===== src/hdl/rsmd_pkg.sv =====
// rsmd_pkg: shared types, constants and helpers for the rounded signed muldiv block
// no dependencies; imported by every module under hdl

package rsmd_pkg;

   // operation codes
   localparam logic CMD_DIV    = 1'b0;
   localparam logic CMD_MULDIV = 1'b1;

   // saturation mode codes (the unused code behaves as 64-bit mode)
   localparam logic [1:0] MODE_16 = 2'd0;
   localparam logic [1:0] MODE_32 = 2'd1;
   localparam logic [1:0] MODE_64 = 2'd2;

   localparam logic [63:0] MAX16 = 64'h0000_0000_0000_7FFF;
   localparam logic [63:0] MAX32 = 64'h0000_0000_7FFF_FFFF;
   localparam logic [63:0] MAX64 = 64'h7FFF_FFFF_FFFF_FFFF;

   // one quotient bit per division cell
   localparam int DIV_STEPS = 64;

   // data handed from cell to cell along the division chain
   typedef struct packed {
      logic [63:0] num;   // dividend bits still to shift in, quotient bits shift in below
      logic [31:0] rem;   // partial remainder, below the divisor when the divisor is nonzero
      logic [31:0] dvs;   // divisor magnitude
      logic        neg;   // result sign
      logic [1:0]  mode;  // saturation mode
      logic        zero;  // divisor was zero
   } div_type;

   // clamped magnitude and sign headed for the output buffer
   typedef struct packed {
      logic [63:0] mag;
      logic        neg;
   } mag_type;

   // positive maximum of a saturation mode
   function automatic logic [63:0] mode_max(input logic [1:0] mode);
      logic [63:0] lim;
      unique case (mode)
         MODE_16: lim = MAX16;
         MODE_32: lim = MAX32;
         default: lim = MAX64;
      endcase
      return lim;
   endfunction

endpackage


===== src/hdl/rsmd_clamp.sv =====
// rsmd_clamp: saturates the quotient magnitude to the mode maximum
// depends on rsmd_pkg; sits after the last rsmd_div_cell

module rsmd_clamp (
   input  logic                  clock,
   input  logic                  reset,
   input  logic                  advance,
   input  logic                  in_valid,
   input  rsmd_pkg::div_type     in_data,
   output logic                  out_valid,
   output rsmd_pkg::mag_type     out_data
);
   import rsmd_pkg::*;

   logic        valid_ff;
   mag_type     data_ff, data_in;
   logic [63:0] limit;

   // zero divisor or overflow takes the limit
   always_comb begin
      limit = mode_max(in_data.mode);
      data_in.neg = in_data.neg;
      if (in_data.zero || (in_data.num > limit)) begin
         data_in.mag = limit;
      end else begin
         data_in.mag = in_data.num;
      end
   end

   always_ff @(posedge clock) begin
      if (reset) begin
         valid_ff <= 1'b0;
      end else if (advance) begin
         valid_ff <= in_valid;
      end
   end

   always_ff @(posedge clock) begin
      if (advance) begin
         data_ff <= data_in;
      end
   end

   assign out_valid = valid_ff;
   assign out_data  = data_ff;

endmodule


===== config.mk =====
export PLATFORM = sky130hd
export DESIGN_NAME = rsmd_clamp
export DESIGN_NICKNAME = d
export VERILOG_FILES = /design/src/hdl/rsmd_pkg.sv /design/src/hdl/rsmd_clamp.sv
export SDC_FILE = /design/constraint.sdc
export NUM_CORES = 1
export LEC_CHECK = 0
export ABC_AREA = 1
export BUFFER_PORTS_ARGS = -buffer_cell sky130_fd_sc_hd__buf_2
export CORE_ASPECT_RATIO = 0.7
export CORE_MARGIN = 4
export CORE_UTILIZATION = 46
export DETAILED_ROUTE_END_ITERATION = 12
export PLACE_DENSITY = 0.77
export REMOVE_ABC_BUFFERS = 1
export SLEW_MARGIN = 0
export SYNTH_ARGS = -nofsm -noshare
export SYNTH_HDL_FRONTEND = slang
export SYNTH_SLANG_ARGS = --single-unit

===== constraint.sdc =====
create_clock -name clock -period 3.5 [get_ports clock]
set_input_delay 0.7 -clock clock [delete_from_list [all_inputs] [get_ports clock]]
set_output_delay 0.7 -clock clock [all_outputs]
set_load 0.01 [all_outputs]

======== Word-level counts from Yosys, hierarchy flattened ========
Cells that the tools add are included.
word-level totals
  bits in registers ....................... 66
  logic and storage cells ................. 9
cells by class
  magnitude comparators ................... 1
  equality and inequality tests ........... 1
  muxes and demuxes ....................... 2
  reductions and logical operators ........ 2
operators with widths
  cell                                                 count
  case mux 63 bit (2 select lines)                     1
  greater-than comparator 64 bit                       1
  2-to-1 mux 64 bit                                    1
  equality test 2 x 1 -> 1 bit, second input constant  1
  zero test 2 bit                                      1
  logical OR 1 bit                                     1

======== Logic depth before layout (Yosys ltp) ========
  word-level depth ........................ 5
  mapped depth ............................ 18

======== Worst setup path after synthesis ========
OpenSTA, ideal clock, no wires.
  path type ............................... input to register
  start point ............................. input port in_data[2] (netlist name)
  end point ............................... register data_ff (netlist bit out_data[10]) (data pin)
  setup time .............................. 0.253 ns
  arrival time ............................ 2.649 ns
  path slack .............................. 0.597 ns
  stages .................................. 12
  path buffers ............................ 1
  cell sequence ........................... inv_1 -> ha_1 -> nand4_1 -> nor3_1 -> nand4_1 -> nor3_1 -> nand3_1 -> nand2_4 -> nand2_4 -> inv_2 -> buf_6 -> nand2_1
on the way
  word-level cells in the longest chain between the ends .. 5
  elaborated cells between the ends (all ways) .. 6
  those cells by class .................... order compare: 1; eq/ne: 1; mux: 2; reduce/logical: 2
RTL lines
  what                                                             line              text
  from (decl)                                                      rsmd_clamp.sv:9   input rsmd_pkg::div_type in_data,
  equality test 2 x 1 -> 1 bit or zero test 2 bit (tied branches)  rsmd_pkg.sv:41    unique case (mode)
  case mux 63 bit (2 select lines) (*)                             rsmd_pkg.sv:41
  greater-than comparator 64 bit (*)                               rsmd_clamp.sv:23  if (in_data.zero || (in_data.num > limit)) begin
  logical OR 1 bit (*)                                             rsmd_clamp.sv:23
  2-to-1 mux 64 bit (*)                                            rsmd_clamp.sv:23
  to (signal assigned)                                             rsmd_clamp.sv:40  data_ff <= data_in;
  to (decl)                                                        rsmd_clamp.sv:16  mag_type data_ff, data_in;
Mark *: on every way between the ends. The rest lies on a longest branch, timed or not.
A chain may end at the register's enable or synchronous reset.

==> impl_metrics.yaml <==
global_routing:
  grt-ovfl-total: 0
  grt_usage: 0.194
  grt_max_degree: 49
  antenna_found_initial: 0
  grt_pass1_vias: 3262
  grt_pass1_wl_um: 15800
critical_path:
  max_stage_delay_ps: 330
  crit_top_cell: "nand2_4"
  worstSetupEndpointType: "flip-flop"
  r2r-start: "out_valid"
  critPathTopFamily: "simple AND/OR/NAND/NOR gates"
  critPathRequiredTime_ps: 3570
  worstSetupStartpointType: "input port"
  critPathBufInv: 3
  cp_slowest_cell: "ha_1"
  crit_cells: 13
  cp_cell_sequence: "buf_2, inv_1, buf_12, ha_1, nand4_1, nor3_1, nand4_1, nor3_1, nand3_1, nand2_4, nand2_4, nand2_4, nand2_1"
  critical_path.endpoint: "out_data[62]"
  ff2ff_setup_slack_ps: 2920
  r2r_cells: 2
  timing.rr.end: "out_valid"
  critical_path_class: "in2reg"
  cp.arrival_ps: 3090
  startpoint: "in_data[2]"
  path_max_fanout: 32
routing:
  vias_per_cell: 5.03
  wire_per_inst_um: 14.1
  firstDrtPassIters: 6
  final_antenna_net_count: 0
  routed_wl_um: 9360
  vias: 3340
  drcViolationCount: 0
  drtIter0Drc: 201
synthesis:
  synthCells: 420
  synth_top_area_cell: "edfxtp_1"
  ys_warn_count: 0
  netlist_area_um2: 3940
  synth_cell_types: 30
  synth.area.top_cells: "edfxtp_1 50%, ha_1 12%, nand2_1 11%"
  yosys_most_used_dff: "edfxtp_1"
  synth.most_common_cell: "nand2_1"
  ys_ff_latch: 66
  yosysSeqAreaShare: 0.501
  synth_common_cells: "120 x nand2_1, 65 x edfxtp_1, 59 x nand3_1"
  synth_edf_count: 65
  async_flop_share: 0
  avgSynthCellArea_um2: 9.38
  yosysTopAreaCellShare: 0.496
floorplanning:
  num_rows: 27
  start_util: 0.486
  io_pins: 202
  die_x_um: 119
  die-area_um2: 10100
  fp.coreArea_um2: 8110
  die_h_um: 85.4
clock_tree:
  cts_resized: 0
  path_clk_slew_ps: 60
  clockBufferDepth: 2
  hold_buffers: 0
  cts_setup_buffers: 0
  clock-sinks: 66
  root_buffer: "clkbuf_16"
  insertion_delay_ps: 330
  cts_buffers: 9
  cts_max_level: 3
  tritoncts: "yes"
final_layout:
  final_util: 0.614
  areaGrowthSynthToFinish_pct: 26.3
  final_net_count: 733
  layout-drive-gt1-share: 0.311
  fin_cells: 664
  n_antenna_cell: 0
timing:
  finalHoldViolCount: 0
  slew-limit-headroom: 0.453
  grt_setup_unrepaired: "no"
  finalSetupViolCount: 0
  timing.final.crit_share: 0.864
  fin_crit_ps: 3020
  fmax_mhz: 331
  drv_slew: 0
  holdWs_ps: 499
  tightest_slew_ps: 815
  skew_ps: 0
  finalSetupTns_ps: 0
run:
  max-cap-violations: 0
run_status:
  status: "completed"
pwr:
  peakVddDrop_mv: 0.325
  leakage_uw: 0.00241
  finalPower_uw: 2190
  power_density_nw_per_um2: 440
min_path:
  hold_class: "reg2reg"
placement:
  globalplace.congestion: 0.781
  post-dp-hpwl_um: 7090
  portBuffers: 137
  dp.cells: 648
==> per-layer routing <==
metal | vias to the layer above | global-route usage | part of all wire
li1 | 1704 | - | -
met1 | 1510 | 0.245 | 0.46
met2 | 112 | 0.322 | 0.45
met3 | 14 | 0.0640 | 0.078
met4 | 0 | 0.0515 | 0.013
met5 | - | 0 | 0
==> state kept, by name, indices dropped and copies added, names as in the netlist <==
signal / flops
out_data: 65
out_valid: 1
==> layout make-up <==
cell class,count,area (µm²)
well taps,101,126
flip-flops and latches,66,1970
repair buffers,143,768
fillers,701,3130
multi-input cells,296,1680
clock buffers,9,225
clock inverters,7,46.3
inverters,42,158
==> how the worst min path moves through the flow <==
| stage | start | endpoint | slack (ps) | cells after the start |
|---|---|---|---|---|
| 2_1_floorplan | out_valid | out_valid | 530 | 2 |
| 3_3_place_gp | out_valid | out_valid | 470 | 2 |
| 3_5_place_dp | out_valid | out_valid | 490 | 2 |
| 4_1_cts | out_valid | out_valid | 510 | 2 |
| 5_1_grt | reset | out_valid | 510 | 2 |
| 6_report | out_valid | out_valid | 500 | 2 |
==> cells in the final DEF (no fill, tap or decap), types with 3 or more instances in the layout <==
cell type   count
nand2_4         4
buf_4           3
nor2_1         25
nor2_2          3
o21ai_0         4
nand2_2         3
clkinv_2        3
ha_1           39
nand4_1         5
clkinvlp_4      3
buf_2         137
inv_1          40
clkbuf_16       9
edfxtp_1       65
nand2_1       120
a21oi_1        18
nand3_1        59
buf_12          3
==> cell families (layout without fill, tap and decap cells) <==
logic type               after synthesis  in the layout  synth area share
XOR/XNOR                               1              1           0.00222
AND/OR/NAND/NOR                      226            226             0.257
other                                  1              1          0.000952
buffers and inverters                 58            201            0.0731
AO/OA/AOI/OAI                         28             28            0.0394
multiplexers                           1              1           0.00254
flip-flops                            66             66             0.501
adder cells (fa/ha/maj)               39             39             0.124
==> tightest hold or removal path, stage by stage (launching register included) <==
cell     delay, ps
dfxtp_1        320
mux2i_1         60
nor2_1          80
==> stage by stage <==
step / cell area, µm² / setup WS, ps
after floorplan: 3810 / 273
after global routing: 4970 / 125
after detailed placement: 4700 / 84.5
after global placement: 4700 / 194
after CTS: 4970 / 433
final: 4970 / 477
==> power by group <==
part           switching (µW)  leakage [µW]  internal (µW)  total (µW)
Sequential               16.2      0.000649            955         971
Combinational             248       0.00163            157         405
Clock                     339      0.000127            476         815
Note: power is estimated with default switching activity, not from simulation.
