`src/hdl/rsmd_pkg.sv`:
```
// rsmd_pkg: shared types, constants and helpers for the rounded signed muldiv block
// no dependencies; imported by every module under hdl

package rsmd_pkg;

   // operation codes
   localparam logic CMD_DIV    = 1'b0;
   localparam logic CMD_MULDIV = 1'b1;

   // saturation mode codes (the unused code behaves as 64-bit mode)
   localparam logic [1:0] MODE_16 = 2'd0;
   localparam logic [1:0] MODE_32 = 2'd1;
   localparam logic [1:0] MODE_64 = 2'd2;

   localparam logic [63:0] MAX16 = 64'h0000_0000_0000_7FFF;
   localparam logic [63:0] MAX32 = 64'h0000_0000_7FFF_FFFF;
   localparam logic [63:0] MAX64 = 64'h7FFF_FFFF_FFFF_FFFF;

   // one quotient bit per division cell
   localparam int DIV_STEPS = 64;

   // data handed from cell to cell along the division chain
   typedef struct packed {
      logic [63:0] num;   // dividend bits still to shift in, quotient bits shift in below
      logic [31:0] rem;   // partial remainder, below the divisor when the divisor is nonzero
      logic [31:0] dvs;   // divisor magnitude
      logic        neg;   // result sign
      logic [1:0]  mode;  // saturation mode
      logic        zero;  // divisor was zero
   } div_type;

   // clamped magnitude and sign headed for the output buffer
   typedef struct packed {
      logic [63:0] mag;
      logic        neg;
   } mag_type;

   // positive maximum of a saturation mode
   function automatic logic [63:0] mode_max(input logic [1:0] mode);
      logic [63:0] lim;
      unique case (mode)
         MODE_16: lim = MAX16;
         MODE_32: lim = MAX32;
         default: lim = MAX64;
      endcase
      return lim;
   endfunction

endpackage

```
`src/hdl/rsmd_prep.sv`:
```
// rsmd_prep: three front stages - operand magnitudes, product, rounding offset
// depends on rsmd_pkg; feeds the first rsmd_div_cell

module rsmd_prep (
   input  logic                  clock,
   input  logic                  reset,
   input  logic                  advance,
   input  logic                  in_valid,
   input  logic                  cmd,
   input  logic signed [63:0]    dividend,
   input  logic signed [31:0]    factor_a,
   input  logic signed [31:0]    factor_b,
   input  logic signed [31:0]    divisor,
   input  logic [1:0]            result_size,
   output logic                  out_valid,
   output rsmd_pkg::div_type     out_data
);
   import rsmd_pkg::*;

   typedef struct packed {
      logic        cmd;
      logic [63:0] dmag;
      logic [31:0] amag;
      logic [31:0] bmag;
      logic [31:0] vmag;
      logic        neg;
      logic [1:0]  mode;
      logic        zero;
   } mag_stage_type;

   typedef struct packed {
      logic [63:0] num;
      logic [31:0] vmag;
      logic        neg;
      logic [1:0]  mode;
      logic        zero;
   } prod_stage_type;

   logic           s1_valid_ff, s2_valid_ff, s3_valid_ff;
   mag_stage_type  s1_ff, s1_in;
   prod_stage_type s2_ff, s2_in;
   div_type        s3_ff, s3_in;

   logic [63:0] dvd_u;
   logic [31:0] a_u, b_u, v_u;
   logic        dneg;

   // stage 1: magnitudes and signs
   always_comb begin
      dvd_u = dividend;
      a_u   = factor_a;
      b_u   = factor_b;
      v_u   = divisor;
      dneg  = (cmd == CMD_MULDIV) ? (a_u[31] ^ b_u[31]) : dvd_u[63];
      s1_in.cmd  = cmd;
      s1_in.dmag = dvd_u[63] ? (~dvd_u + 64'd1) : dvd_u;
      s1_in.amag = a_u[31] ? (~a_u + 32'd1) : a_u;
      s1_in.bmag = b_u[31] ? (~b_u + 32'd1) : b_u;
      s1_in.vmag = v_u[31] ? (~v_u + 32'd1) : v_u;
      s1_in.zero = (v_u == 32'd0);
      // a zero divisor gives the positive maximum
      s1_in.neg  = (dneg ^ v_u[31]) & (v_u != 32'd0);
      s1_in.mode = result_size;
   end

   // stage 2: product of factor magnitudes or the dividend magnitude
   always_comb begin
      s2_in.num  = (s1_ff.cmd == CMD_MULDIV) ? (64'(s1_ff.amag) * 64'(s1_ff.bmag))
                                             : s1_ff.dmag;
      s2_in.vmag = s1_ff.vmag;
      s2_in.neg  = s1_ff.neg;
      s2_in.mode = s1_ff.mode;
      s2_in.zero = s1_ff.zero;
   end

   // stage 3: add half the divisor for round half away from zero
   always_comb begin
      s3_in.num  = s2_ff.num + {33'd0, s2_ff.vmag[31:1]};
      s3_in.rem  = 32'd0;
      s3_in.dvs  = s2_ff.vmag;
      s3_in.neg  = s2_ff.neg;
      s3_in.mode = s2_ff.mode;
      s3_in.zero = s2_ff.zero;
   end

   // control
   always_ff @(posedge clock) begin
      if (reset) begin
         s1_valid_ff <= 1'b0;
         s2_valid_ff <= 1'b0;
         s3_valid_ff <= 1'b0;
      end else if (advance) begin
         s1_valid_ff <= in_valid;
         s2_valid_ff <= s1_valid_ff;
         s3_valid_ff <= s2_valid_ff;
      end
   end

   // payload
   always_ff @(posedge clock) begin
      if (advance) begin
         s1_ff <= s1_in;
         s2_ff <= s2_in;
         s3_ff <= s3_in;
      end
   end

   assign out_valid = s3_valid_ff;
   assign out_data  = s3_ff;

endmodule

```
`config.mk`:
```
export PLATFORM = sky130hd
export DESIGN_NAME = rsmd_prep
export DESIGN_NICKNAME = d
export VERILOG_FILES = /design/src/hdl/rsmd_pkg.sv /design/src/hdl/rsmd_prep.sv
export SDC_FILE = /design/constraint.sdc
export NUM_CORES = 2
export LEC_CHECK = 0
export BUFFER_PORTS_ARGS = -buffer_cell sky130_fd_sc_hd__buf_2
export CAP_MARGIN = 5
export CORE_MARGIN = 1
export CORE_UTILIZATION = 55
export DETAILED_ROUTE_END_ITERATION = 12
export PLACE_DENSITY = 0.84
export SYNTH_ARGS = -nofsm -noshare
export SYNTH_HDL_FRONTEND = slang
export SYNTH_SLANG_ARGS = --single-unit
```
`constraint.sdc`:
```
create_clock -name clock -period 9.6 [get_ports clock]
set_clock_uncertainty 0.15 [all_clocks]
set_input_delay 1.44 -clock clock [delete_from_list [all_inputs] [get_ports clock]]
set_output_delay 1.44 -clock clock [all_outputs]
set_load 0.01 [all_outputs]
```
# --- Yosys cells after proc, flatten, opt, wreduce, memory -nomap -nowiden ---
# Cells that the tools add are included.
word_totals:
  wordCells: 46
  register_bits: 368
  in_bits: 167
classes:
  addsub: 5
  mux: 6
  bitwise: 7
  n_reduce_logical: 2
  multipliers: 1
op_table:
  columns: ["cell", "count"]
  rows:
  - ["32-bit by 1-bit adder with 32-bit output, second input constant", 3]
  - ["32-bit NOT", 3]
  - ["31-bit two-way mux", 3]
  - ["64-bit by 1-bit adder with 64-bit output, second input constant", 1]
  - ["64-bit by 31-bit adder with 64-bit output", 1]
  - ["32-bit by 32-bit multiplier with 64-bit output", 1]
  - ["64-bit two-way mux", 1]
  - ["64-bit NOT", 1]
  - ["63-bit two-way mux", 1]
  - ["32-bit zero test", 1]
  - ["32-bit nonzero test", 1]
  - ["1-bit bitwise XOR", 2]
  - ["1-bit bitwise AND", 1]
  - ["1-bit two-way mux", 1]

# --- Logic depth before layout (Yosys ltp) ---
depth:
  word_depth: 4
  ltp_mapped: 27
  ltp_nobuf: 25

# --- Worst setup path after synthesis ---
# Ideal clock, no wire load.
synth_path:
  path_type: "reg2reg"
  start: "register s1_ff[97] (netlist bit)"
  end: "register s2_ff[86] (netlist bit), data pin"
  path_stages_with_launch: 25
  synth_period_minus_slack_ns: 7.750
  path_buffers: 2
  setup_slack_ns: 1.850
  t_arrival_ns: 7.335
  cell_sequence: "edfxtp_1 clkbuf_1 nand2_1 fa_1 inv_1 fa_1 inv_1 fa_1 fa_1 inv_1 fa_1 fa_1 fa_1 fa_1 ha_1 clkbuf_1 nand2_1 or4_1 or3_1 a211oi_1 o21a_1 or2_1 a311o_1 a21oi_1 or3_1"
synth_rtl:
  columns: ["element", "line_no", "rtl"]
  rows:
  - ["start: declaration", "rsmd_prep.sv:40", "mag_stage_type s1_ff, s1_in;"]
  - ["start signal: assignment", "rsmd_prep.sv:102", "s1_ff <= s1_in;"]
  - ["end signal: assignment", "rsmd_prep.sv:103", "s2_ff <= s2_in;"]
  - ["end: declaration", "rsmd_prep.sv:41", "prod_stage_type s2_ff, s2_in;"]

==> metrics <==
r2r setup slk 0.50 ns; crit path launch type flip-flop; Post-synth EDFFs roughly 370; crit path time final about 9.1 ns; Distinct cells, synth between 70 and 80; H-tree Lvls 2; mapped cell area a little over 50000 um^2; CTS Hold Buffers Added 0; Final nets around 6500; RSZ-0062 raised after global routing no; post-cts resize count 0; worst-path maximum fanout 32; met1 global-route usage 0.384; synth top area cells fa_1, edfxtp_1, and2_1, ha_1, inv_1; DR iter-0 viols approximately 3600; relative max-transition margin 0.0433; gpl congestion 0.946; Core Area between 90000 and 100000 um^2; drt drc 0; critical path type flip-flop to flip-flop; initial antenna violation count 25; Port Buf Inserts 267; Yosys reg bits roughly 370; Seq/Total Area, Yosys 0.216; die width between 300 and 400 um; CP delay by family, top adder cells; share of layout cells above drive strength 1 0.0916; ys flop type edfxtp_1; final setup fails 0; post-CTS setup buffers 0; # IOs 300; status finished, final reports clean; GRT Util Overall 0.301; worst path arrival time a little over 9 ns; Slowest cell on crit path edfxtp_1; root buf cell clkbuf_16; TritonCTS Buffers 42; vias between 30000 and 40000; most frequent cells in the layout fa_1, inv_1, and2_1; Largest stage delay, worst path roughly 1.2 ns; number of synthesis warnings 0; post-route ant nets 0; DIE HEIGHT roughly 310 um; drt first pass iters 7; # fillers between 7000 and 8000; synthesized instance count roughly 5000; cell row count between 100 and 150; vias per cell slightly below 6; initial core utilization 0.557; Max Root-Sink Buffers 3; Final HPWL DP 111000 um; Worst Path Buf+Inv 4; Routed WL per cell between 20 and 25 um; Worst-Skew Late Latency ~0.64 ns; vias in the first global route between 30000 and 40000; CTS tree done; Syn Area/Cell a little over 10 um^2; Multi-input gate area around 36000 um^2; first-pass GRT wire length 218000 um; layer with the highest usage met2; Routed WL 139000 um; Die ar. approximately 94000 um^2; met2 GRT Util 0.490; MaxCap Viol Count 0; Final Cycle Share 0.948; Worst-Margin Slew 1.43 ns; Seq. cell area between 10000 and 15000 um^2; Area Overhead vs Synth 7.31%; Final Hold Vio Count 0; M3 GR Usage 0.0549; Required @ worst endpoint a little under 10 ns; cell taking the most area after synthesis fa_1; final setup TNS 0 ns; gr ovfl total 0; Clock Pin Slew Worst Setup and Hold Paths about 0.070 ns; critical path cell sequence and2_1, fa_1, fa_1, inv_1, fa_1, fa_1, inv_1, fa_1, fa_1, fa_1, inv_1, fa_1, inv_1, ha_1, nand4_1, or3_1, or2_2, o32ai_1, a2111oi_0, nor2_1, o21ai_1, xnor2_1, mux2_2; most frequent cell on the critical path fa_1; kind of end point of the critical path flip-flop; Slew Limit Fails 0; top cell type's share of synthesized area 0.351; largest net degree at the start of global routing ~160; most common cell after layout, fill and taps aside fa_1; Hold Crit Class flip-flop to flip-flop; asr flop ratio synth 0; Num Clock Sinks 368; highest clock rate ~0.11 GHz
## sequential cells by signal, indices dropped and copies added (netlist names)
register and count:
out_data 100, out_valid 1, s2_ff 100, s2_valid_ff 1, s1_valid_ff 1, s1_ff 165
## logic make-up after synthesis
family | synth area share
AND/OR/NAND/NOR | 0.155
adder cells (fa/ha/maj) | 0.424
buffers and inverters | 0.0892
AO/OA/AOI/OAI | 0.0588
flip-flops | 0.216
XOR/XNOR | 0.0451
multiplexers | 0.0122
other | 0.0000734
## cells in the mapped netlist, types with 14 or more instances
cell,n
nand2_1,572
and2_1,604
nand3_1,38
edfxtp_1,365
mux2_2,49
a21o_1,60
o21ai_0,111
nor2_1,61
nor2b_1,14
nor4_1,19
nor3_1,37
clkbuf_1,265
a31oi_1,18
and3_1,22
nand2b_1,29
ha_1,298
xnor2_1,209
o31ai_1,43
a21oi_1,106
nand4_1,31
or3_1,17
or4_1,20
xor2_1,54
o41ai_1,20
inv_1,882
fa_1,897
buf_4,32
## path summary, 6_finish.rpt
| check | depth (start not counted) | end | startpoint |
|---|---|---|---|
| max | 23 | s2_ff[99]$_DFFE_PP_ | s1_ff[45]$_DFFE_PP_ |
| min | 0 | s2_ff[23]$_DFFE_PP_ | s1_ff[23]$_DFFE_PP_ |
| max reg2reg | 23 | s2_ff[99]$_DFFE_PP_ | s1_ff[45]$_DFFE_PP_ |
| min reg2reg | 0 | s2_ff[23]$_DFFE_PP_ | s1_ff[23]$_DFFE_PP_ |
## worst reg2reg max path: cells and delay by family (launching register included)
| family | cells | cell delay (ns) |
|---|---|---|
| xor gates and xnor gates | 1 | 0.15 |
| and+or+nand+nor | 5 | 1.52 |
| adders and majority gates | 9 | 4.49 |
| DFF | 1 | 1.19 |
| AOI/OAI and AO/OA | 3 | 0.79 |
| buffers and inverters | 4 | 0.27 |
| muxes | 1 | 0.28 |
## per-layer routing
metal | vias up | share of wire | wire length, um
li1 | 15900 | - | -
met1 | 18900 | 0.36 | 50200
met2 | 2183 | 0.48 | 66300
met3 | 481 | 0.10 | 13900
met4 | 4 | 0.060 | 8260
met5 | - | 0.00021 | 29
## final cells by class
class	count	area share
Tap cell	1243	0.0284
Timing Repair Buffer	337	0.0344
Clock inverter	26	0.00536
Inverter	882	0.0604
Sequential cell	368	0.201
Multi-Input combinational cell	3516	0.650
Antenna cell	21	0.000958
Clock buffer	47	0.0195
## stage by stage
| step | hold WS, ns | utilization | instance area [um^2] | std cells | setup WS (ns) |
|---|---|---|---|---|---|
| 6_report | 0.251 | 0.597 | 54800 | 6440 | 0.499 |
| 5_1_grt | 0.255 | 0.597 | 54800 | 6439 | 0.291 |
| 3_5_place_dp | 0.255 | 0.582 | 53400 | 6346 | 0.752 |
| 3_3_place_gp | 0.250 | 0.582 | 53400 | 6346 | 0.821 |
| 2_1_floorplan | 0.250 | - | 51200 | 5067 | 1.85 |
| 4_1_cts | 0.233 | 0.597 | 54800 | 6419 | 0.656 |
Power is not shown: default switching activity piles up to over one toggle a cycle in this logic, so the estimate is an artifact.
