File: config.mk
export PLATFORM = sky130hd
export DESIGN_NAME = rsmd_outbuf
export DESIGN_NICKNAME = d
export VERILOG_FILES = /design/src/hdl/rsmd_pkg.sv /design/src/hdl/rsmd_outbuf.sv
export SDC_FILE = /design/constraint.sdc
export NUM_CORES = 1
export LEC_CHECK = 0
export BUFFER_PORTS_ARGS = -buffer_cell sky130_fd_sc_hd__buf_4
export CAP_MARGIN = 20
export CORE_ASPECT_RATIO = 0.8
export CORE_MARGIN = 2
export CORE_UTILIZATION = 40
export DETAILED_ROUTE_END_ITERATION = 10
export SLEW_MARGIN = 20
export SYNTH_ARGS = -nofsm -noshare
export SYNTH_HDL_FRONTEND = slang
export SYNTH_SLANG_ARGS = --single-unit
export TNS_END_PERCENT = 30
File: constraint.sdc
create_clock -name clock -period 24.8 [get_ports clock]
set_clock_uncertainty 0.2 [all_clocks]
set_input_delay 2.48 -clock clock [delete_from_list [all_inputs] [get_ports clock]]
set_output_delay 2.48 -clock clock [all_outputs]
set_load 0.02 [all_outputs]
File: src/hdl/rsmd_pkg.sv
// rsmd_pkg: shared types, constants and helpers for the rounded signed muldiv block
// no dependencies; imported by every module under hdl

package rsmd_pkg;

   // operation codes
   localparam logic CMD_DIV    = 1'b0;
   localparam logic CMD_MULDIV = 1'b1;

   // saturation mode codes (the unused code behaves as 64-bit mode)
   localparam logic [1:0] MODE_16 = 2'd0;
   localparam logic [1:0] MODE_32 = 2'd1;
   localparam logic [1:0] MODE_64 = 2'd2;

   localparam logic [63:0] MAX16 = 64'h0000_0000_0000_7FFF;
   localparam logic [63:0] MAX32 = 64'h0000_0000_7FFF_FFFF;
   localparam logic [63:0] MAX64 = 64'h7FFF_FFFF_FFFF_FFFF;

   // one quotient bit per division cell
   localparam int DIV_STEPS = 64;

   // data handed from cell to cell along the division chain
   typedef struct packed {
      logic [63:0] num;   // dividend bits still to shift in, quotient bits shift in below
      logic [31:0] rem;   // partial remainder, below the divisor when the divisor is nonzero
      logic [31:0] dvs;   // divisor magnitude
      logic        neg;   // result sign
      logic [1:0]  mode;  // saturation mode
      logic        zero;  // divisor was zero
   } div_type;

   // clamped magnitude and sign headed for the output buffer
   typedef struct packed {
      logic [63:0] mag;
      logic        neg;
   } mag_type;

   // positive maximum of a saturation mode
   function automatic logic [63:0] mode_max(input logic [1:0] mode);
      logic [63:0] lim;
      unique case (mode)
         MODE_16: lim = MAX16;
         MODE_32: lim = MAX32;
         default: lim = MAX64;
      endcase
      return lim;
   endfunction

endpackage

File: src/hdl/rsmd_outbuf.sv
// rsmd_outbuf: applies the sign and holds results in an output register plus a skid slot
// depends on rsmd_pkg; its advance output freezes the whole pipeline when the skid is full

module rsmd_outbuf (
   input  logic                  clock,
   input  logic                  reset,
   input  logic                  in_valid,
   input  rsmd_pkg::mag_type     in_data,
   output logic                  advance,
   output logic                  rsp_valid,
   input  logic                  rsp_stall,
   output logic signed [63:0]    rsp_quotient
);
   import rsmd_pkg::*;

   logic        out_valid_ff, out_valid_in;
   logic [63:0] out_q_ff, out_q_in;
   logic        skid_valid_ff, skid_valid_in;
   logic [63:0] skid_q_ff, skid_q_in;
   logic [63:0] signed_q;
   logic        arrive;
   logic        out_free;

   assign advance = ~skid_valid_ff;
   assign arrive  = advance & in_valid;
   assign signed_q = in_data.neg ? (~in_data.mag + 64'd1) : in_data.mag;
   assign out_free = ~out_valid_ff | ~rsp_stall;

   // output register refills from the skid slot first
   always_comb begin
      out_valid_in  = out_valid_ff;
      out_q_in      = out_q_ff;
      skid_valid_in = skid_valid_ff;
      skid_q_in     = skid_q_ff;
      if (out_free) begin
         if (skid_valid_ff) begin
            out_valid_in  = 1'b1;
            out_q_in      = skid_q_ff;
            skid_valid_in = 1'b0;
         end else begin
            out_valid_in  = arrive;
            out_q_in      = signed_q;
         end
      end else if (arrive) begin
         skid_valid_in = 1'b1;
         skid_q_in     = signed_q;
      end
   end

   always_ff @(posedge clock) begin
      if (reset) begin
         out_valid_ff  <= 1'b0;
         skid_valid_ff <= 1'b0;
      end else begin
         out_valid_ff  <= out_valid_in;
         skid_valid_ff <= skid_valid_in;
      end
   end

   always_ff @(posedge clock) begin
      out_q_ff  <= out_q_in;
      skid_q_ff <= skid_q_in;
   end

   assign rsp_valid    = out_valid_ff;
   assign rsp_quotient = out_q_ff;

endmodule

After elaboration in Yosys (flattened, before gate mapping)
Index checks and enable logic that the tools add are counted.

word-level totals
  bits in registers = 130
  input bits = 69
  output and inout port bits = 66

cells by class
  add/sub/neg operators = 1
  muxes and demuxes = 3
  bitwise logic cells = 7
  reductions and logical operators = 2

operators by type and width
  kind                   number
  $mux 64                2
  $add 64x1->64 const B  1
  $not 64->64            1
  $not 1->1              4
  $reduce_and 2->1       1
  $reduce_or 2->1        1
  $and 1x1->1            1
  $mux 1                 1
  $or 1x1->1             1

Depth between registers and ports, before layout
Gate-level depths: netlist (run 1).

  word-level depth = 4
  gate-level depth with buffers = 8
  gate-level depth less buffers = 6

Worst setup path after synthesis (run 1)
Ideal clock, no wire load.

  path kind = input to register
  start = input rsp_stall
  end = register skid_q_ff[0] (enable)
  arrival = 8.749 ns
  required time = 24.022 ns
  setup slack = 15.273 ns
  stages on the path = 2
  buffers on the path = 0
  cells stage by stage = nand2_1 > nor3b_1

between the ends
  longest elaborated chain between the ends = 4

ends and longest elaborated chain
  what                        line               text
  from (decl)                 rsmd_outbuf.sv:11  input logic rsp_stall,
  $not 1->1                   rsmd_outbuf.sv:27  assign out_free = ~out_valid_ff | ~rsp_stall;
  $or 1x1->1                  rsmd_outbuf.sv:27
  $not 1->1 (no line)         n/a
  $reduce_and 2->1 (no line)  n/a
  to (signal assigned)        rsmd_outbuf.sv:62  skid_q_ff <= skid_q_in;
  to (decl)                   rsmd_outbuf.sv:19  logic [63:0] skid_q_ff, skid_q_in;

Every way passes these cells.
A chain may end at the register's enable or synchronous reset.

Final worst setup path (run 1)
  start = input in_data[5] (netlist name)
  end = register out_q_ff[51] (netlist: rsp_quotient[51]) (data pin)

between the ends
  longest elaborated chain between the ends = 4

ends and longest elaborated chain
  what                  line               text
  from (decl)           rsmd_outbuf.sv:8   input rsmd_pkg::mag_type in_data,
  $not 64->64           rsmd_outbuf.sv:26  assign signed_q = in_data.neg ? (~in_data.mag + 64'd1) : in_data.mag;
  $add 64x1->64         rsmd_outbuf.sv:26
  $mux 64               rsmd_outbuf.sv:26
  $mux 64               rsmd_outbuf.sv:36  if (skid_valid_ff) begin
  to (signal assigned)  rsmd_outbuf.sv:61  out_q_ff <= out_q_in;
  to (decl)             rsmd_outbuf.sv:17  logic [63:0] out_q_ff, out_q_in;

Every way passes these cells.

==> impl_results.md, run 1 <==
- Outcome: finished clean
- Via Count: approximately 6200
- Worst skew pair latency: 420 ps
- Antenna violations before repair: 0
- Die W: 155 µm
- Maxcap violations: 0
- Final worst-path cycle share: ~23%
- Slew headroom: 32.6%
- Post-synthesis sequential area ratio: about 53%
- Worst Setup End Kind: flip-flop
- Share of post-route cells with drive strength above 1: about 28%
- EDFF count, synth: 128
- Top cells by count, synth: 128 x edfxtp_1, 58 x xnor2_1, 43 x nand2_1, 41 x or4_1, 40 x clkbuf_1
- Total GRT Usage: 21.2%
- Worst Reg-to-Reg Cells: 3
- Die H: 125 µm
- CTS tree: done
- PD cells: 66.8 nW/µm²
- Fmax: about 0.18 GHz
- Worst hold slack: 349 ps
- DR iter-0 viols: approximately 630
- R2r startpoint: skid_valid_ff
- Post-route ant nets: 0
- PnR worst setup slack: about 19000 ps
- CTS Hold Buffers Added: 0
- FFs w/ async S/R, synth: 0%
- IO Port Bufs: approximately 130
- Number of setup buffers added after CTS: 0
- Top FF cell, synth: edfxtp_1
- Hold crit path type: reg2reg
- Post-Synthesis Cells: 668
- H-tree lvl count: 4
- Worst Tran Pin Value: roughly 1000 ps
- WP data arrival: approximately 5600 ps
- Full die area: approximately 20000 µm²
- Pre-antenna DRT Iters: 6
- Synth Area in Simple Gates: around a fifth
- Leading area contributor after synthesis: edfxtp_1
- FF-to-FF setup slack: 22510 ps
- Detailed Place HPWL: 13400 µm
- Synth Area in Adders: 0.171%
- CTS Buf Count: 17
- Drc violations: 0
- Mapped cell area: 7330 µm²
- Crit Path Class: in2reg
- Top-area cell type share of the netlist area: between 50% and 60%
- Leakage: 3.10 nW
- FF+latch count, synth: 130
- Layout Nets: roughly 850
- RSZ-0062 raised after global routing: false
- Fin Setup TNS: 0 ps
- First-pass GRT wire length: between 30000 and 40000 µm
- Largest family of logic cells by synthesized area: simple AND/OR/NAND/NOR gates
- I/O Pins: 135
- Critical path startpoint category: input pin
- Clock slew at reported path FFs: 70 ps
- Hold Path Sink: rsp_quotient[4]
- Largest net degree at the start of global routing: a little under 100
- Worst hold stages: 1
- Clk sinks: between 100 and 150
- Area Growth Syn to Fin: 23.2%
- Hold Vio Cnt, Final: 0
- Total gr overflow: 0
- Vias in the first global route: between 5000 and 6000
- CP required: 24730 ps
- Syn Nets: roughly 740
- Peak VDD IR: 43.1 µV
- Mean post-synth cell area: roughly 11 µm²
- Total power: 0.604 mW
- PostCTS Resize Cnt: 0
- Post-place setup slack: roughly 19000 ps
- RePlAce Congestion: roughly 0.86
- Layout fillers: between 1500 and 2000
- Synth Warn #: 0
- Post-synthesis mux area share: just under 5%
- WL final: slightly above 20000 µm
- Core area: 18100 µm²
- Tmin final: around 5700 ps
- XOR/XNOR Fraction of Synth Area: between 7 and 8%
- Initial Utilization: 40.6%
- Clock tree buffer depth: 2
- Final setup violation count: 0
- Drt wl/cell: 20.2 µm
- Rows: 44
- Most frequent cell after synthesis: edfxtp_1
- Vias per cell: approximately 6.1
- Max Slew Vio Count: 0
- # diodes: 0
- Dominant cells by area after synthesis: edfxtp_1 52%, xnor2_1 6.9%, mux2_2 4.8%, or4_1 4.2%, nor3_1 2.7%
- Root buf cell: clkbuf_16
- Library cells used by synthesis: 47
- FF-to-FF End: skid_q_ff[49]
- Post-synthesis compound-gate area fraction: about an eighth
- Critical path fanouts, max: 24
- Hold Startpoint: skid_q_ff[4]
[how the worst max path moves through the flow]
stage | from | endpoint | slack (ps) | cells past startpoint
floorplan | rsp_stall | skid_q_ff[0] | 15270 | 2
global placement | in_data[5] | rsp_quotient[51] | 18810 | 6
detailed placement | in_data[5] | rsp_quotient[51] | 18620 | 6
CTS | in_data[5] | rsp_quotient[51] | 19070 | 6
global route | in_data[5] | rsp_quotient[51] | 18760 | 6
finish | in_data[5] | rsp_quotient[51] | 19110 | 6
[state kept, by name (all words and copies together), names as in the netlist]
signal / count
rsp_valid: 1
skid_valid_ff: 1
rsp_quotient: 64
skid_q_ff: 64
[layout make-up]
class	count	area (µm²)	area share [%]
Clock inverter	15	136	1.51
Multi-Input combinational cell	473	3190	35.4
Timing Repair Buffer	139	1040	11.6
Tap cell	230	288	3.19
Sequential cell	130	3880	43.0
Inverter	16	60.1	0.665
Clock buffer	17	425	4.71
[worst max-delay path: stages]
cell and delay [ps]:
buf_4 120, nor4_1 850, nand3_1 730, or4_4 870, o41ai_1 420, a31oi_1 150
[per-stage QoR]
stage	util (%)	instance area, µm²	instances
2_1_floorplan	-	7330	668
3_3_place_gp	46.9	8470	988
3_5_place_dp	46.9	8470	988
4_1_cts	50.0	9030	1020
5_1_grt	50.0	9030	1020
6_report	50.0	9030	1020
[layer usage]
layer  global-route usage, %  routed length (µm)
met5                       0                   0
met4                    7.72                 470
met3                    5.10                1640
met2                    31.0                9110
met1                    30.6                9400
[cells by family after synthesis]
| group | count (synthesis) |
|---|---|
| DFF | 130 |
| and+or+nand+nor | 257 |
| AOI/OAI and AO/OA | 123 |
| buffers and inverters | 65 |
| muxes | 32 |
| adders and majority gates | 1 |
| xor gates and xnor gates | 60 |
[where the power goes]
| part | switching [mW] | internal [mW] | leakage (nW) |
|---|---|---|---|
| logic | 0.0545 | 0.0410 | 1.56 |
| clock network | 0.109 | 0.133 | 0.273 |
| registers | 0.00491 | 0.261 | 1.26 |
| total | 0.168 | 0.435 | 3.10 |
[layout by cell type, fill, tap and decap left out, drive strengths merged, types with 17 or more instances in the layout]
master  count
nor3       39
or4        43
o21ai      33
mux2       31
o31ai      22
o41ai      17
inv        28
or3        21
nor2       30
nand2      43
clkbuf     17
xnor2      58
nand3      33
buf       139
edfxtp    128
Power figures use the tool's default switching activity.
==> run 2, diff against run 1 <==
==> constraint.sdc (replaced) <==
create_clock -name clock -period 4.75 [get_ports clock]
set_clock_uncertainty 0.2 [all_clocks]
set_input_delay 0.475 -clock clock [delete_from_list [all_inputs] [get_ports clock]]
set_output_delay 0.475 -clock clock [all_outputs]
set_load 0.02 [all_outputs]
==> run 2 against run 1 <==
Worst setup slack got worse by 17000 ps. Clock-buffer cell count is the same. First-iteration DRC count decreased by 17%. Combinational power rose to 5.3 times the previous value. Sequential power rose to 5.2 times the previous value. Critical path type unchanged. Flip-flop and latch count unchanged. Highest routed layer unchanged. Via count rose by 0.59%. Largest power group unchanged.
==> impl_results.md, run 2 (same netlist as run 1, synthesis figures left out) <==
- Cell chain of the critical path: buf_4 -> or3_1 -> or3_1 -> or3_1 -> o41ai_1 -> o31ai_1
- Placed Area: 8510 µm² (+0.43%)
- Met2 usage in global routing: 31.9% (+0.88 points)
- CP required: 4700 ps (-20030 ps)
- RePlAce Congestion: 0.907 (+5.7%)
- Worst Setup End Kind: flip-flop
- Sw Share: 27.3% (-0.58 points)
- Via Count: 6258 (+0.59%)
- Clk sinks: 130 (unchanged)
- Slew headroom: 27.4% (-5.2 points)
- Routing usage on met1: 31.4% (+0.79 points)
- Crit-path most repeated cell: or3_1
- Detailed Place HPWL: 13600 µm (+1.4%)
- Antenna violations before repair: 0 (unchanged)
- Number of setup buffers added after CTS: 0 (unchanged)
- Share of post-route cells with drive strength above 1: 27.9% (+0.33 points)
- Most frequent cells in the layout: 143 x buf_4, 128 x edfxtp_1, 58 x xnor2_1, 42 x nand2_1, 41 x or4_1
- DR iter-0 viols: 525 (-17%)
- Initial Utilization: 40.6% (unchanged)
- Sequential power share: 43.6% (-0.5 points)
- WL final: 21000 µm (+2.0%)
- Total GRT Usage: 21.7% (+0.53 points)
- Vias per cell: 6.11 (+0.10%)
- Outcome: finished clean
- RSZ-0062 raised after global routing: false
- Max Slew Vio Count: 0 (unchanged)
- Final worst-path cycle share: a little under two thirds
- Post-route ant nets: 0 (unchanged)
- CTS tree: done
- Critical path fanouts, max: 24 (unchanged)
- Hold crit path type: in2reg
- Final design area excluding fillers: 9090 µm² (+0.65%)
- FF-to-FF setup slack: 2240 ps (-20270 ps)
- Crit Path Class: in2reg
- IO Port Bufs: 134 (unchanged)
- Final setup violation count: 0 (unchanged)
- Maxcap violations: 0 (unchanged)
- Die H: 125 µm (unchanged)
- Worst Tran Pin Value: 1090 ps (+86.3 ps)
- Clock share of power: 40.6% (+0.5 points)
- Net switching power: 0.871 mW (+420%)
- # diodes: 0 (unchanged)
- Pre-antenna DRT Iters: 5 (-1)
- Final Non-Filler Cells: 1025 (+0.49%)
- First-pass GRT wire length: 32900 µm (+2.7%)
- CTS Buf Count: 17 (unchanged)
- Combinational share of power: 15.8% (about the same)
- Drc violations: 0 (unchanged)
- Tmin final: slightly above 3000 ps
- Critical path's slowest cell: or3_1
- Final Core Density: 50.3% (+0.33 points)
- GR peak layer: met2
- Critical path startpoint category: input pin
- Core area: 18100 µm² (unchanged)
- Largest net degree at the start of global routing: 99 (unchanged)
- Clock slew at reported path FFs: 60 ps (about the same)
- PD cells: 350 nW/µm² (+420%)
- Die W: 155 µm (unchanged)
- Worst skew pair latency: 420 ps (about the same)
- Fin Setup TNS: 0 ps (unchanged)
- Total gr overflow: 0 (unchanged)
- I/O Pins: 135 (unchanged)
- Full die area: 19400 µm² (unchanged)
- Met3 Resource Use GR: 5.65% (+0.55 points)
- PostCTS Resize Cnt: 0 (unchanged)
- Drt wl/cell: 20.5 µm (+1.5%)
- H-tree lvl count: 4 (unchanged)
- Clock tree buffer depth: 2 (unchanged)
- WP data arrival: 2980 ps (-2640 ps)
- Vias in the first global route: 5945 (+1.7%)
- Fmax: roughly 0.33 GHz
- Most common cell after layout, fill and taps aside: buf_4
- Area Growth Syn to Fin: 24.0%
- Worst hold slack: 62.4 ps (-287 ps)
- Max incr delay on CP: 670 ps (-200 ps)
- Rows: 44 (unchanged)
- Internal power: 2.31 mW (+430%)
- Root buf cell: clkbuf_16
- # placed instances: 992 (+0.40%)
- Layout Nets: 852 (+0.59%)
- Leakage: 3.12 nW (+0.71%)
- Peak VDD IR: 208 µV (+380%)
- Hold Vio Cnt, Final: 0 (unchanged)
## run 2: worst max-delay path, delay by kind of cell
kind            cells  cell delay, ps
simple gates        3            1720
compound gates      2             670
buf+inv             1             120
## run 2: path summary, 6_finish.rpt
kind / start / end / depth (start not counted)
min reg2reg: skid_q_ff[55] / rsp_quotient[55] / 2
max: in_data[17] / rsp_quotient[55] / 6
max reg2reg: skid_valid_ff / rsp_quotient[50] / 5
min: in_data[1] / skid_q_ff[0] / 1
## run 2: per-stage QoR
stage,setup WS [ps],total power [mW]
finish,1720,3.19
floorplan,170,1.69
CTS,1780,3.21
detailed placement,1320,1.91
global route,1610,3.31
global placement,1360,1.90
## run 2: final cells by class
cell class	count	area (µm²)
multi-input cells	473	3200
flip-flops and latches	130	3880
inverters	16	60.1
fillers	1603	8970
clock inverters	15	149
well taps	230	288
repair buffers	144	1080
clock buffers	17	425
## run 2: per-layer routing
metal,up-vias,routed length [µm],part of all wire (%)
met5,-,0,0
met4,0,340,1.6
met3,33,1640,7.8
met2,290,9310,44
met1,3074,9710,46
li1,2861,-,-
## run 2: what timing repair did
| item | 4_1_cts | 5_1_grt |
|---|---|---|
| hold endpoints to repair | 2 | 0 |
| hold buffers | 1 | 0 |
| setup endpoints to repair | 0 | 0 |
## run 2: power groups by stage
| stage | clock, mW | combinational [mW] | sequential [mW] |
|---|---|---|---|
| floorplan | 0 | 0.197 | 1.49 |
| global placement | 0 | 0.491 | 1.41 |
| detailed placement | 0 | 0.500 | 1.41 |
| CTS | 1.31 | 0.504 | 1.39 |
| global route | 1.37 | 0.542 | 1.40 |
| finish | 1.29 | 0.504 | 1.39 |
